--- src/bpfp_pkg.sv ---
`timescale 1ns / 1ps

package bpfp_pkg;

    // Default palette size
    localparam int PALETTE_DEPTH_DEF = 256;

    // Job queue between front and back
    localparam int QUEUE_DEPTH = 4;
    localparam int QUEUE_AW    = 2;

    // Configuration port
    localparam int CFG_IDX_W  = 1;
    localparam int CFG_DATA_W = 3;
    localparam logic [CFG_IDX_W-1:0] REG_SOURCE_FORMAT = 1'd0;
    localparam logic [CFG_IDX_W-1:0] REG_DEST_FORMAT   = 1'd1;

    // Source format codes
    localparam logic [2:0] SRC_FMT_1   = 3'd0;
    localparam logic [2:0] SRC_FMT_2   = 3'd1;
    localparam logic [2:0] SRC_FMT_4   = 3'd2;
    localparam logic [2:0] SRC_FMT_8   = 3'd3;
    localparam logic [2:0] SRC_FMT_16  = 3'd4;
    localparam logic [2:0] SRC_FMT_24  = 3'd5;
    localparam logic [2:0] SRC_FMT_32  = 3'd6;

    // Destination format codes
    localparam logic [2:0] DST_FMT_1   = 3'd0;
    localparam logic [2:0] DST_FMT_2   = 3'd1;
    localparam logic [2:0] DST_FMT_4   = 3'd2;
    localparam logic [2:0] DST_FMT_8   = 3'd3;
    localparam logic [2:0] DST_FMT_15  = 3'd4;
    localparam logic [2:0] DST_FMT_16  = 3'd5;
    localparam logic [2:0] DST_FMT_24  = 3'd6;
    localparam logic [2:0] DST_FMT_32  = 3'd7;

    // Input action codes
    localparam logic ACT_PALETTE_WRITE = 1'b0;
    localparam logic ACT_CONVERT       = 1'b1;

    typedef struct packed {
        logic        action;
        logic [31:0] pixel_value;
        logic        row_end;
        logic [7:0]  palette_index;
        logic [31:0] palette_word;
    } pix_in_t;

    typedef struct packed {
        logic [7:0] out_byte;
        logic       row_last;
    } pix_out_t;

    // One converted pixel: data bytes first, then zero padding
    typedef struct packed {
        logic [3:0][7:0] data_bytes;
        logic [2:0]      n_data;
        logic [2:0]      n_total;
        logic            row_end;
    } job_t;

endpackage

--- src/bpfp_queue.sv ---
`timescale 1ns / 1ps

module bpfp_queue
    import bpfp_pkg::*;
(
    input  logic clk,
    input  logic rst_n,
    input  logic push_valid,
    output logic push_full,
    input  job_t push_job,
    output logic pop_valid,
    input  logic pop,
    output job_t pop_job
);

    job_t                slot_reg [QUEUE_DEPTH];
    logic [QUEUE_AW-1:0] wr_ptr_reg;
    logic [QUEUE_AW-1:0] rd_ptr_reg;
    logic [QUEUE_AW:0]   count_reg;
    logic                do_push;
    logic                do_pop;

    assign push_full = count_reg == (QUEUE_AW+1)'(QUEUE_DEPTH);
    assign pop_valid = count_reg != '0;
    assign do_push   = push_valid && !push_full;
    assign do_pop    = pop && pop_valid;
    assign pop_job   = slot_reg[rd_ptr_reg];

    // Store jobs
    always_ff @(posedge clk)
    begin
        if (do_push)
        begin
            slot_reg[wr_ptr_reg] <= push_job;
        end
    end

    // Advance pointers and occupancy
    always_ff @(posedge clk or negedge rst_n)
    begin
        if (!rst_n)
        begin
            wr_ptr_reg <= '0;
            rd_ptr_reg <= '0;
            count_reg  <= '0;
        end
        else
        begin
            if (do_push)
                wr_ptr_reg <= wr_ptr_reg + 1'b1;
            if (do_pop)
                rd_ptr_reg <= rd_ptr_reg + 1'b1;
            if (do_push && !do_pop)
                count_reg <= count_reg + 1'b1;
            else if (do_pop && !do_push)
                count_reg <= count_reg - 1'b1;
        end
    end

endmodule

--- config.mk ---
export PLATFORM = sky130hd
export DESIGN_NAME = bpfp_queue
export DESIGN_NICKNAME = d
export VERILOG_FILES = /design/src/bpfp_pkg.sv /design/src/bpfp_queue.sv
export SDC_FILE = /design/constraint.sdc
export NUM_CORES = 1
export LEC_CHECK = 0
export ABC_CLOCK_PERIOD_IN_PS = 2800
export BUFFER_PORTS_ARGS = -buffer_cell sky130_fd_sc_hd__buf_2
export CORE_MARGIN = 2
export CORE_UTILIZATION = 40
export CTS_BUF_LIST = sky130_fd_sc_hd__clkbuf_16
export DETAILED_ROUTE_END_ITERATION = 7
export PLACE_DENSITY = 0.57
export SLEW_MARGIN = 15
export SYNTH_ARGS = -nofsm -noshare
export SYNTH_HDL_FRONTEND = slang
export SYNTH_SLANG_ARGS = --single-unit
--- constraint.sdc ---
create_clock -name clk -period 2.8 [get_ports clk]
set_clock_uncertainty 0.2 [all_clocks]
set_input_delay 0.14 -clock clk [delete_from_list [all_inputs] [get_ports clk]]
set_output_delay 0.14 -clock clk [all_outputs]
set_load 0.05 [all_outputs]
# Word-level counts from Yosys, hierarchy flattened
# Memory sizes are Yosys's and may differ from the RTL's.
# Index checks and enable logic that the tools add are counted.
word_totals:
  mem_bits_rw: 156
  memories: 1
  elab_cells: 22
  in_bits: 43
  regBits: 7
  output_inout_bits: 41
memory_table:
  columns: ["name", "words", "width", "read_ports", "rd_ports_with_merged_regs", "wr", "line", "rtl"]
  rows:
  - ["slot_reg", 4, 39, 1, 0, 1, "bpfp_queue.sv:16", "job_t slot_reg [QUEUE_DEPTH];"]
op_classes:
  reduce_logical: 9
  n_mux: 4
  n_addsub: 4
  n_eq_ne: 1
op_table:
  columns: ["op", "n"]
  rows:
  - ["$mux 3", 2]
  - ["$add 2x1->2 const B", 2]
  - ["$logic_and 1x1->1", 4]
  - ["$add 3x1->3 const B", 1]
  - ["$eq 3x3->1 const B", 1]
  - ["$logic_not 1->1", 3]
  - ["$reduce_bool 3->1", 1]
  - ["$sub 3x1->3 const B", 1]
  - ["$mux 1", 2]
  - ["$reduce_bool 2->1", 1]

# Longest topological paths before layout
logic_depth:
  ltp_word: 7
  mapped_depth: 9
  depth_no_buf: 8

# Worst setup path before layout
# Ideal clock, no wire load.
synth_path:
  kind: "flip-flop to flip-flop"
  from: "register count_reg[0]"
  to: "register count_reg[1]"
  setup_time_ns: 0.125
  stages_incl_launch_ff: 8
  arrival_ns: 2.137
  synth_period_minus_slack_ns: 2.461
  slack_ns: 0.339
  required_time_ns: 2.475
  n_path_buf: 1
  path_cell_list: "dfrtp_1 > nor3b_4 > nor2b_2 > buf_6 > ha_1 > inv_1 > fa_1 > mux2_2"
synth_between:
  elab_chain_len: 6
  word_cells_on_any_way: 14
  cone_classes: "add/sub (2); eq/ne (1); mux (2); reduce/logical (9)"
synth_lines:
  columns: ["item", "line", "rtl"]
  rows:
  - ["from (decl)", "bpfp_queue.sv:19", "logic [QUEUE_AW:0] count_reg;"]
  - ["from (signal assigned)", "bpfp_queue.sv:54", "count_reg <= count_reg + 1'b1;"]
  - ["from (signal assigned)", "bpfp_queue.sv:56", "count_reg <= count_reg - 1'b1;"]
  - ["$eq 3x3->1 *", "bpfp_queue.sv:23", "assign push_full = count_reg == (QUEUE_AW+1)'(QUEUE_DEPTH);"]
  - ["via push_full", "bpfp_queue.sv:9", "output logic push_full,"]
  - ["$logic_not 1->1 *", "bpfp_queue.sv:25", "assign do_push = push_valid && !push_full;"]
  - ["$logic_and 1x1->1 *", "bpfp_queue.sv:25", null]
  - ["via do_push", "bpfp_queue.sv:20", "logic do_push;"]
  - ["$logic_not 1->1", "bpfp_queue.sv:55", "else if (do_pop && !do_push)"]
  - ["$logic_and 1x1->1", "bpfp_queue.sv:55", null]
  - ["$reduce_bool 2->1 (no line)", null, null]
# The timed path passes the listed nets; every way through them passes the cells marked *. The select of a mux whose other input is x is not followed.
# A chain may end at the register's enable or synchronous reset.

==> metrics <==
clk root buf=clkbuf_16; Yosys top cell area share=76.6%; area leader, netlist=edfxtp_1; overall power=0.00925 W; sequential power share=37.9%; Slew HR=68.6%; CP Max Fanout=20; fillers=1235; RSZ-0062 raised after global routing=false; Seq/Total Area, Yosys=79.5%; ys flop type=edfxtp_1; Synth Cell Area=6110 µm²; Syn Inst Count=239; Initial Util=40.5%; ys async rst share=4.29%; setup violators final=0; grt peak-use layer=met2; fmax=402 MHz; DRT iter0 DRCs=156; MaxCap Viol Count=0; Slew Limit Fails=0; clock share of power=24.4%; mux cell area share after synthesis=14.9%; # diodes=0; Clk pin slew, worst setup/hold paths=60 ps; CTS tree=yes; status=complete, no violations; worst vdd ir=0.000661 V; Largest register FFs=156; multi-input logic area=1120 µm²; CTS Hold Buffers Added=43; Clk Latency, worst-skew pair=410 ps; Commonest cells post-synth=edfxtp_1, mux4_2, dfrtp_1; CTS resizes=0; drt pass-1 iters=4; Mapped Nets=288; P_int=0.00581 W; count leader, synth=edfxtp_1; synthesis-stage register bit count=163; largest net degree at the start of global routing=28; CP Class=reg2out; vias after detailed routing=2861; post-synthesis adder-cell area fraction=1.35%; die footprint=16300 µm²; compound-cell area share of the yosys netlist=0%; Final min period=2480 ps; initial antenna violation count=0; Final HPWL DP=6.82 mm; synthesis-to-finish area growth=28.2%; net load switching power=0.00344 W; startpoint types=flop; Largest stage delay, worst path=690 ps; Core Util, Final=51.9%; crit-path leading delay family=flip-flops; Least-Margin Pin Slew=471 ps; CTS H-tree lvls=4; number of flops mapped to enable cells by yosys=156; CP endpoint kind=output port; fin crit share=88.7%; Worst EP required=2460 ps; IO Count=84; Area contributors post-synth=edfxtp_1, mux4_2, dfrtp_1; Synth cell types=21; post-DR vias/cell=4.87; maximum buffer depth of the clock tree=2; row count=45; first-pass GRT wire length=17.1 mm; Die Wd=128 µm; Fin. Hold Viols=0; Buf/Inv on CP=2; DR DRC count=0; M2 GR Usage=23.2%; leakage power=2.77 nW; WL per Instance=18.6 µm; main combinational cell family by area after synthesis=multiplexers; cell chain of the critical path=buf_4 > mux4_2 > buf_2; GRT Total Usage=14.5%; Synth Warn #=0; simple-gate share of the synthesized area=1.25%; Antenna Nets Post-Route=0; Die H=128 µm; Critical Path AT=2140 ps; sw frac=37.2%; TritonCTS Buffers=17; input/output buffers=83; core region area=15100 µm²; CTS Sinks=163; Global Route met3 Usage=5.44%; proportion of layout cells with a drive suffix above 1=42.6%; register area=4860 µm²; met1 Use GR=18.5%; Hold Crit Class=in2reg; RD Place Congestion=0.655; DRT Wirelength=10.9 mm; grt total ovfl=0; slowest stage cell, crit path=dfrtp_4; final setup TNS=0 ps; syn avg cell area=25.6 µm²; Comb pwr share=37.7%; vias in the first global route=3103; XOR/XNOR Fraction of Synth Area=0.860%; Cell Pwr Density=1180 nW/µm²; Setup Fix Bufs, Post-CTS=0; Final nets=435
## worst paths after layout
path | startpoint | to | slack, ps | cells past startpoint
worst max-delay path | rd_ptr_reg[0] | pop_job[10] | 320 | 3
worst min-delay path | push_job[20] | slot_reg[2][20] | 270 | 2
worst max register to register | count_reg[0] | count_reg[2] | 470 | 8
worst min register to register | count_reg[2] | count_reg[2] | 300 | 1
max in group asynchronous | rst_n | rd_ptr_reg[0] | 1610 | 3
min in group asynchronous | rst_n | rd_ptr_reg[0] | 500 | 3
## cell usage in the layout, fill, tap and decap left out, drive strengths merged
cell / netlist / final
xor2: 2 / 2
and2: 4 / 4
nor2b: 1 / 1
clkbuf: 0 / 17
edfxtp: 156 / 156
nand3: 1 / 1
mux2: 2 / 2
nand2: 1 / 1
dfrtp: 7 / 7
fa: 1 / 1
nor2: 1 / 1
xnor2: 4 / 4
bufinv: 0 / 3
clkinvlp: 0 / 3
dlygate4sd3: 0 / 43
mux4: 39 / 39
clkinv: 0 / 5
nor3b: 1 / 1
buf: 10 / 95
inv: 3 / 7
or3: 1 / 1
ha: 5 / 5
## stage by stage
| step | setup slack, ps | instance area [µm²] | std cells | hold WS, ps |
|---|---|---|---|---|
| final | 315 | 7840 | 587 | 271 |
| after global routing | 173 | 7840 | 587 | 267 |
| after CTS | 228 | 7840 | 587 | 253 |
| after detailed placement | 487 | 6830 | 512 | -207 |
| after global placement | 540 | 6830 | 512 | -210 |
| after floorplan | 339 | 6110 | 239 | -356 |
## logic make-up after synthesis
logic type / after synthesis
AND/OR/NAND/NOR: 10
multiplexers: 41
XOR/XNOR: 6
flip-flops: 163
buffers and inverters: 13
adder cells (fa/ha/maj): 6
## routing by layer
layer  part of all wire (%)  vias to the layer above
met5                      0                        -
met4                    1.2                        0
met3                    4.7                       13
met2                     49                       59
met1                     45                     1486
li1                       -                     1303
## power groups by stage
stage / Combinational, W / Sequential [W] / Clock [W]
final: 0.00348 / 0.00351 / 0.00225
after global routing: 0.00367 / 0.00357 / 0.00241
after CTS: 0.00356 / 0.00353 / 0.00232
after detailed placement: 0.00351 / 0.00358 / 0
after global placement: 0.00349 / 0.00355 / 0
after floorplan: 0.00286 / 0.00339 / 0
## worst register-to-register path: cells and delay by family (launching register included)
| family | cells | cell delay, ps |
|---|---|---|
| XOR/XNOR | 2 | 310 |
| adder cells (fa/ha/maj) | 2 | 570 |
| AND/OR/NAND/NOR | 3 | 660 |
| flip-flops | 1 | 460 |
| buffers and inverters | 1 | 60 |
## final cells by class
| type | count | share of cell area, % |
|---|---|---|
| timing repair buffer | 138 | 13.1 |
| clock inverter | 15 | 1.96 |
| multi-input combinational | 63 | 14.3 |
| tap | 188 | 3.00 |
| clock buffer | 17 | 5.43 |
| sequential | 163 | 62.1 |
| inverter | 3 | 0.144 |
Note: power is estimated with default switching activity, not from simulation.
