--- src/bpfp_pkg.sv ---
`timescale 1ns / 1ps

package bpfp_pkg;

    // Default palette size
    localparam int PALETTE_DEPTH_DEF = 256;

    // Job queue between front and back
    localparam int QUEUE_DEPTH = 4;
    localparam int QUEUE_AW    = 2;

    // Configuration port
    localparam int CFG_IDX_W  = 1;
    localparam int CFG_DATA_W = 3;
    localparam logic [CFG_IDX_W-1:0] REG_SOURCE_FORMAT = 1'd0;
    localparam logic [CFG_IDX_W-1:0] REG_DEST_FORMAT   = 1'd1;

    // Source format codes
    localparam logic [2:0] SRC_FMT_1   = 3'd0;
    localparam logic [2:0] SRC_FMT_2   = 3'd1;
    localparam logic [2:0] SRC_FMT_4   = 3'd2;
    localparam logic [2:0] SRC_FMT_8   = 3'd3;
    localparam logic [2:0] SRC_FMT_16  = 3'd4;
    localparam logic [2:0] SRC_FMT_24  = 3'd5;
    localparam logic [2:0] SRC_FMT_32  = 3'd6;

    // Destination format codes
    localparam logic [2:0] DST_FMT_1   = 3'd0;
    localparam logic [2:0] DST_FMT_2   = 3'd1;
    localparam logic [2:0] DST_FMT_4   = 3'd2;
    localparam logic [2:0] DST_FMT_8   = 3'd3;
    localparam logic [2:0] DST_FMT_15  = 3'd4;
    localparam logic [2:0] DST_FMT_16  = 3'd5;
    localparam logic [2:0] DST_FMT_24  = 3'd6;
    localparam logic [2:0] DST_FMT_32  = 3'd7;

    // Input action codes
    localparam logic ACT_PALETTE_WRITE = 1'b0;
    localparam logic ACT_CONVERT       = 1'b1;

    typedef struct packed {
        logic        action;
        logic [31:0] pixel_value;
        logic        row_end;
        logic [7:0]  palette_index;
        logic [31:0] palette_word;
    } pix_in_t;

    typedef struct packed {
        logic [7:0] out_byte;
        logic       row_last;
    } pix_out_t;

    // One converted pixel: data bytes first, then zero padding
    typedef struct packed {
        logic [3:0][7:0] data_bytes;
        logic [2:0]      n_data;
        logic [2:0]      n_total;
        logic            row_end;
    } job_t;

endpackage

--- src/bpfp_back.sv ---
`timescale 1ns / 1ps

module bpfp_back
    import bpfp_pkg::*;
(
    input  logic     clk,
    input  logic     rst_n,
    input  logic     job_valid,
    input  job_t     job,
    output logic     job_pop,
    output logic     out_valid,
    input  logic     out_stall,
    output pix_out_t out_data
);

    logic [2:0] idx_reg;
    logic       out_valid_reg;
    pix_out_t   out_data_reg;
    logic       load;
    logic       last;
    pix_out_t   beat;

    assign load    = job_valid && (!out_valid_reg || !out_stall);
    assign last    = idx_reg == (job.n_total - 3'd1);
    assign job_pop = load && last;

    // Pick data byte or padding
    always_comb
    begin
        beat.out_byte = (idx_reg < job.n_data) ? job.data_bytes[idx_reg[1:0]] : 8'd0;
        beat.row_last = job.row_end && last;
    end

    // Walk through the bytes of the head job
    always_ff @(posedge clk or negedge rst_n)
    begin
        if (!rst_n)
        begin
            idx_reg       <= 3'd0;
            out_valid_reg <= 1'b0;
        end
        else if (load)
        begin
            idx_reg       <= last ? 3'd0 : idx_reg + 3'd1;
            out_valid_reg <= 1'b1;
        end
        else if (!out_stall)
        begin
            out_valid_reg <= 1'b0;
        end
    end

    // Hold the output beat
    always_ff @(posedge clk)
    begin
        if (load)
        begin
            out_data_reg <= beat;
        end
    end

    assign out_valid = out_valid_reg;
    assign out_data  = out_data_reg;

endmodule

--- config.mk ---
export PLATFORM = sky130hd
export DESIGN_NAME = bpfp_back
export DESIGN_NICKNAME = d
export VERILOG_FILES = /design/src/bpfp_pkg.sv /design/src/bpfp_back.sv
export SDC_FILE = /design/constraint.sdc
export NUM_CORES = 1
export LEC_CHECK = 0
export ABC_AREA = 1
export BUFFER_PORTS_ARGS = -buffer_cell sky130_fd_sc_hd__clkbuf_2
export CAP_MARGIN = 20
export CORE_MARGIN = 5
export CORE_UTILIZATION = 46
export CTS_CLUSTER_DIAMETER = 150
export DETAILED_ROUTE_END_ITERATION = 7
export HOLD_SLACK_MARGIN = 0.12
export PLACE_DENSITY = 0.84
export SETUP_SLACK_MARGIN = 0.02
export SLEW_MARGIN = 25
export SYNTH_ARGS = -nofsm -noshare
export SYNTH_HDL_FRONTEND = slang
export SYNTH_SLANG_ARGS = --single-unit
export TNS_END_PERCENT = 20
--- constraint.sdc ---
create_clock -name clk -period 1.95 [get_ports clk]
set_input_delay 0.195 -clock clk [delete_from_list [all_inputs] [get_ports clk]]
set_output_delay 0.195 -clock clk [all_outputs]
set_load 0.03 [all_outputs]
# Word level (Yosys, flattened, before mapping)

Index checks and enable logic that the tools add are counted.

Add/subtract/negate cells: 2
Magnitude comparators: 2
Equality and inequality tests: 2
Mux-type cells: 5
Reductions and logical operators: 6

Operator list:

| kind                | number |
|---|---|
| $bmux 8 s2          | 1 |
| $mux 8              | 1 |
| $add 3x1->3 const B | 1 |
| $eq 3x3->1          | 1 |
| $logic_and 1x1->1   | 3 |
| $lt 2x3->1 const B  | 1 |
| $lt 3x3->1          | 1 |
| $mux 3              | 1 |
| $sub 3x1->3 const B | 1 |
| $logic_not 1->1     | 2 |
| $mux 1              | 2 |
| $ne 2x1->1 const B  | 1 |
| $logic_or 1x1->1    | 1 |

Flip-flop bits (word level): 13
Bits of input ports: 43
Output and inout bits: 11

# Depth between registers and ports, before layout

Gate-level depths: netlist (run 1).

Depth in word-level cells: 4
Mapped depth: 9
Gate-level depth less buffers: 9

# Least setup slack after synthesis (run 1)

Ideal clock, no wire load.

Path type: reg-to-output
From: register out_valid_reg (netlist: out_valid)
To: output job_pop
Arrival time: 1.330 ns
Path slack: 0.425 ns
Stages on the path, launching flop included: 6
Path buffers: 0
Path through: dfrtp_1 -> nand2_1 -> nand2_1 -> inv_1 -> nand3_1 -> inv_1

Cells in the longest elaborated chain, start to end: 4

Ends and longest elaborated chain:

| what                   | RTL line        | RTL |
|---|---|---|
| start, declared        | bpfp_back.sv:17 | `logic out_valid_reg;` |
| start signal, assigned | bpfp_back.sv:40 | `out_valid_reg <= 1'b0;` |
| start signal, assigned | bpfp_back.sv:45 | `out_valid_reg <= 1'b1;` |
| start signal, assigned | bpfp_back.sv:49 | `out_valid_reg <= 1'b0;` |
| $logic_not 1->1        | bpfp_back.sv:23 | `assign load = job_valid && (!out_valid_reg \|\| !out_stall);` |
| $logic_or 1x1->1       | bpfp_back.sv:23 |  |
| $logic_and 1x1->1      | bpfp_back.sv:23 |  |
| net load               | bpfp_back.sv:19 | `logic load;` |
| $logic_and 1x1->1      | bpfp_back.sv:25 | `assign job_pop = load && last;` |
| end, declared          | bpfp_back.sv:10 | `output logic job_pop,` |

The timed path passes the listed nets, and every way through them passes these cells.

# Worst setup path in the final report (run 1)

From: register idx_reg[0]
To: output job_pop

Cells in the longest elaborated chain, start to end: 2

Ends and longest elaborated chain:

| what                   | RTL line        | RTL |
|---|---|---|
| start, declared        | bpfp_back.sv:16 | `logic [2:0] idx_reg;` |
| start signal, assigned | bpfp_back.sv:44 | `idx_reg <= last ? 3'd0 : idx_reg + 3'd1;` |
| $eq 3x3->1             | bpfp_back.sv:24 | `assign last = idx_reg == (job.n_total - 3'd1);` |
| $logic_and 1x1->1      | bpfp_back.sv:25 |  |

Every way passes these cells.

==> results of run 1 <==
==> what timing repair did <==
item                       4_1_cts  5_1_grt
gates resized for setup          0        1
hold endpoints to repair         4        0
setup endpoints to repair        0        1
hold buffers                     1        0
==> power groups by stage <==
stage          clock [mW]  combinational (mW)  sequential (mW)
6_report            0.161               0.794            0.490
5_1_grt             0.174               0.896            0.503
4_1_cts             0.160               0.792            0.488
3_5_place_dp            0               0.782            0.495
3_3_place_gp            0               0.762            0.488
2_1_floorplan           0               0.543            0.576
==> worst min-delay path by stage <==
stage	end	slack (ps)	depth (start not counted)
2_1_floorplan	idx_reg[0]$_DFFE_PN0P_	-100	0
3_3_place_gp	out_valid$_DFFE_PN0P_	8	1
3_5_place_dp	out_valid$_DFFE_PN0P_	20	1
4_1_cts	out_valid$_DFFE_PN0P_	190	3
5_1_grt	out_valid$_DFFE_PN0P_	240	3
6_report	out_valid$_DFFE_PN0P_	190	3
==> Yosys cell counts <==
cell type / number / area share [%]
edfxtp_1: 9 / 30
buf_12: 1 / 2.2
nand4_1: 1 / 0.69
buf_6: 1 / 1.2
inv_1: 14 / 5.8
o21ai_0: 8 / 4.4
clkbuf_2: 1 / 0.55
nand3_1: 5 / 2.7
o21ai_1: 8 / 4.4
inv_2: 2 / 0.82
nor2_1: 36 / 15
a21oi_1: 9 / 4.9
ha_1: 4 / 5.5
nand2_1: 26 / 11
dfrtp_1: 4 / 11
buf_2: 1 / 0.55
==> per-layer routing <==
metal,vias to the layer above,wire [um]
li1,529,-
met1,435,931
met2,55,1160
met3,9,148
met4,0,65
met5,-,0
==> per-stage QoR <==
step,instances,utilization (%),setup slack [ps]
6_report,213,63.5,217
4_1_cts,213,63.5,84.7
3_5_place_dp,208,61.6,383
2_1_floorplan,130,-,425
3_3_place_gp,208,61.6,427
5_1_grt,213,63.5,94.6
==> cell families (layout without fill, tap and decap cells) <==
kind of cell / count (synthesis) / after routing / synth area share [%]
DFF: 13 / 13 / 40.7
and+or+nand+nor: 68 / 68 / 29.0
buffers and inverters: 20 / 76 / 11.1
AOI/OAI and AO/OA: 25 / 25 / 13.7
adders and majority gates: 4 / 4 / 5.49
==> layout make-up <==
class	count	area (um2)
inverter	16	60.1
clock buffer	4	26.3
tap	27	33.8
timing repair buffer	56	290
sequential	13	372
fill	191	701
multi-input combinational	97	439
==> worst max-delay path, stage by stage (launching register included) <==
cell and delay [ps]:
dfrtp_1 430, buf_4 220, nand2_1 80, nand2_1 50, nor2_1 120, nand3_1 110, inv_1 60, clkbuf_2 190
==> out/metrics.cfg, run 1 <==
[power]
p_clk_share_pct=11.1
p_seq_share_pct=33.9
total_power_mw=1.45
p_leak_nw=0.685
switching_share_pct=46.6
comb_power_share_pct=54.9
peakVddDrop_mv=0.574
power_per_cell_area_mw_per_mm2=1180
p_int_mw=0.773
power.net_switching_mw=0.673

[worst_setup_path]
required_ps=1750
reg2reg_depth=4
rr_endpoint=out_data[6]$_SDFFCE_PP0P_
path_class=reg2out
crit_start=idx_reg[0]$_DFFE_PN0P_
crit_arrival_ps=1540
crit_path_end=job_pop
rrSetupSlack_ps=470
worstSetupEndpointType=output pin
start_kind=register
timing.rr.start=idx_reg[2]$_DFFE_PN0P_
crit_fanout=17

[grt]
grt_pass1_vias=904
overflow=0
grt_pass1_wl_mm=3.69
grt_util_met3_pct=2.18
antenna_found_initial=0
use_met1_pct=21.0
busiest_layer=met2
grt_start_max_net_pins=19
gr-usage-met2_pct=30.3
grt_use_total_pct=17.3

[sta]
period_needed_ps=1730
finalHoldViolCount=0
rsz0062_at_grt=false
max_freq_mhz=577
slew_viol_final=0
slew_headroom_pct=81.8
finClkSkew_ps=2.56
fin_crit_sh_pct=88.9
setup_viol=0
setup_tns_ps=0
hold_slack_ps=188
tightestPinTransition_ps=272

[worst_hold_path]
min_path_type=in2reg
worstHoldStart=out_stall

[route]
drtAntennaViolNets=0
num_vias=1028
drc=0
drt_iter0_markers=32
dr.pass1.iters=4
wl_mm=2.31
wl_per_cell_um=10.8
vias_per_cell=4.83

[synth]
yosysWarnings=0
synthCells=130
synth_area_um2=911
yosysSeqAreaShare_pct=40.7
synth.distinct_cells=16
synth.avg_cell_area_um2=7.01
syn-num-nets=177
ys_ff_latch=13

[final_layout]
post-route-cell-area_mm2=0.00122
largest_reg_flops=9
drive_gt1_share_pct=32.8
final_common_cell=clkbuf_2
nets=234
area_delta_synth_final_pct=34.1
final_cell_mix=53 x clkbuf_2, 36 x nor2_1, 26 x nand2_1, 14 x inv_1
insertedDiodeCount=0

[clock_network]
cts-htree-levels=1
ctsRootBufferMaster=clkbuf_4
cts_setup_buffers=0
clkSlewWorstSetupHoldPaths_ps=70
clock_sinks=13
cts_made_buffers=3
clock_latency_ps=270
cts_tree=built
cts_buffer_depth=2

[run]
maxCapViolations=0

[floorplanning]
dieArea_mm2=0.00297
core_mm2=0.00192
start_util_pct=47.4
io_pins=54
num_rows=16
die_h_um=54.5
die_w_um=54.5

[placement]
hpwl_mm=1.88
post_dp_cell_area_mm2=0.00118
gp_congestion=0.798
numPortBuffers=53

[run_status]
outcome=complete, no violations

Note: power is estimated with default switching activity, not from simulation.
==> inputs of run 2 (changes only) <==
--- a/config.mk
+++ b/config.mk
@@ -13,7 +13,7 @@
 export CTS_CLUSTER_DIAMETER = 150
 export DETAILED_ROUTE_END_ITERATION = 7
 export HOLD_SLACK_MARGIN = 0.12
-export PLACE_DENSITY = 0.84
+export PLACE_DENSITY = 0.92
 export SETUP_SLACK_MARGIN = 0.02
 export SLEW_MARGIN = 25
 export SYNTH_ARGS = -nofsm -noshare
==> run 2 against run 1 <==
Core utilization up 0.065 points. Via count is 0.58% lower. Critical endpoint unchanged. Wire length decreased by 2.4%. Setup slack got worse by 27 ps. Critical path depth did not move. Critical path type unchanged. Final cell count unchanged. Hold slack better by 14 ps. Total power shrank 0.35%. Global-route usage fell by 0.79 points. Maximum frequency shrank 1.6%. First-iteration DRC count grew 19%.
==> out/metrics.cfg, run 2 (synthesis results as in run 1) <==
[sta]
max_freq_mhz=568
period_needed_ps=1760
finalHoldViolCount=0
slew_headroom_pct=80.7
setup_tns_ps=0
finClkSkew_ps=4.88
setup_slack_ps=190
rsz0062_at_grt=false
setup_viol=0
fin_crit_sh_pct=90.3
tightestPinTransition_ps=286
hold_slack_ps=203
slew_viol_final=0

[run]
maxCapViolations=0

[power]
p_leak_nw=0.688
power_per_cell_area_mw_per_mm2=1180
peakVddDrop_mv=0.568
total_power_mw=1.44

[final_layout]
final_common_cell=clkbuf_2
layout.cells.non_filler=213
area_delta_synth_final_pct=34.2
drive_gt1_share_pct=33.3
nFillCells=172
nets=234
final_cell_mix=53 x clkbuf_2, 36 x nor2_1, 26 x nand2_1, 14 x inv_1
insertedDiodeCount=0
largest_reg_flops=9
multiInputGateArea_um2=439
regArea_um2=372

[placement]
numPortBuffers=53
gp_congestion=0.863
place_worst_setup_slack_ps=385
dp.cells=208
hpwl_mm=1.91

[grt]
use_met1_pct=19.0
grt_pass1_wl_mm=3.53
busiest_layer=met2
gr-usage-met2_pct=29.5
overflow=0
antenna_found_initial=0
grt_util_met3_pct=1.63
grt_use_total_pct=16.5
grt_pass1_vias=879
grt_start_max_net_pins=19

[floorplanning]
io_pins=54
core_mm2=0.00192
num_rows=16
die_w_um=54.5
start_util_pct=47.4
die_h_um=54.5
dieArea_mm2=0.00297

[route]
wl_mm=2.25
wl_per_cell_um=10.6
vias_per_cell=4.80
drc=0
drtAntennaViolNets=0
drt_iter0_markers=38
dr.pass1.iters=4
num_vias=1022

[clock_network]
clock_sinks=13
cts_tree=built
clock_latency_ps=270
cts-htree-levels=1
ctsRootBufferMaster=clkbuf_4
cts_buffer_depth=2
cts_made_buffers=3
cts_setup_buffers=0
clkSlewWorstSetupHoldPaths_ps=80

[worst_setup_path]
path_class=reg2out
crit_arrival_ps=1570
crit_fanout=17
start_kind=register
worstSetupEndpointType=output pin
reg2reg_depth=4
required_ps=1750

[worst_hold_path]
min_path_type=in2reg
holdPathStages=3

[run_status]
outcome=complete, no violations

## run 2: cell types whose count changed in the layout (fill, tap and decap cells not counted), sizes merged
cell and delta:
clkbuf -1, clkinv +1
## run 2: worst paths after layout
path                                   startpoint                   endpoint  slack (ps)
min in group asynchronous                   rst_n      out_valid$_DFFE_PN0P_         260
max reg2reg                idx_reg[1]$_DFFE_PN0P_  out_data[8]$_SDFFCE_PP0P_         490
min reg2reg                 out_valid$_DFFE_PN0P_      out_valid$_DFFE_PN0P_         560
max in group asynchronous                   rst_n     idx_reg[1]$_DFFE_PN0P_        1540
max                        idx_reg[0]$_DFFE_PN0P_                    job_pop         190
min                                     out_stall      out_valid$_DFFE_PN0P_         200
## run 2: what timing repair did
item,in CTS,in global routing
hold buffers,1,0
endpoints found under the setup margin,0,1
hold endpoints to repair,4,0
gates resized for setup,0,1
## run 2: metal layers
layer	part of all wire (%)	routed length (um)
met3	8.1	182
met2	53	1190
met1	37	824
met4	2.5	57
met5	0	0
## run 2: stage by stage
| step | utilization [%] | area, um2 |
|---|---|---|
| floorplan | - | 911 |
| global placement | 61.6 | 1180 |
| detailed placement | 61.6 | 1180 |
| CTS | 63.5 | 1220 |
| global route | 63.6 | 1220 |
| finish | 63.6 | 1220 |
## run 2: where the power goes
| group | internal (mW) | switching (mW) |
|---|---|---|
| sequential | 0.417 | 0.0699 |
| clock | 0.0758 | 0.0841 |
| combinational | 0.278 | 0.516 |
| total | 0.771 | 0.670 |
## run 2: area by class of cell
type / count / share of cell area (%)
clock inverter: 1 / 0.409
inverter: 16 / 4.91
tap: 27 / 2.76
multi-input combinational: 97 / 35.9
timing repair buffer: 56 / 23.7
clock buffer: 3 / 1.84
sequential: 13 / 30.4
## run 2: worst max-delay path: stages (launching register included)
cell and delay (ps):
dfrtp_1 440, buf_4 220, nand2_1 80, nand2_1 60, nor2_1 120, nand3_1 110, inv_1 70, clkbuf_2 200
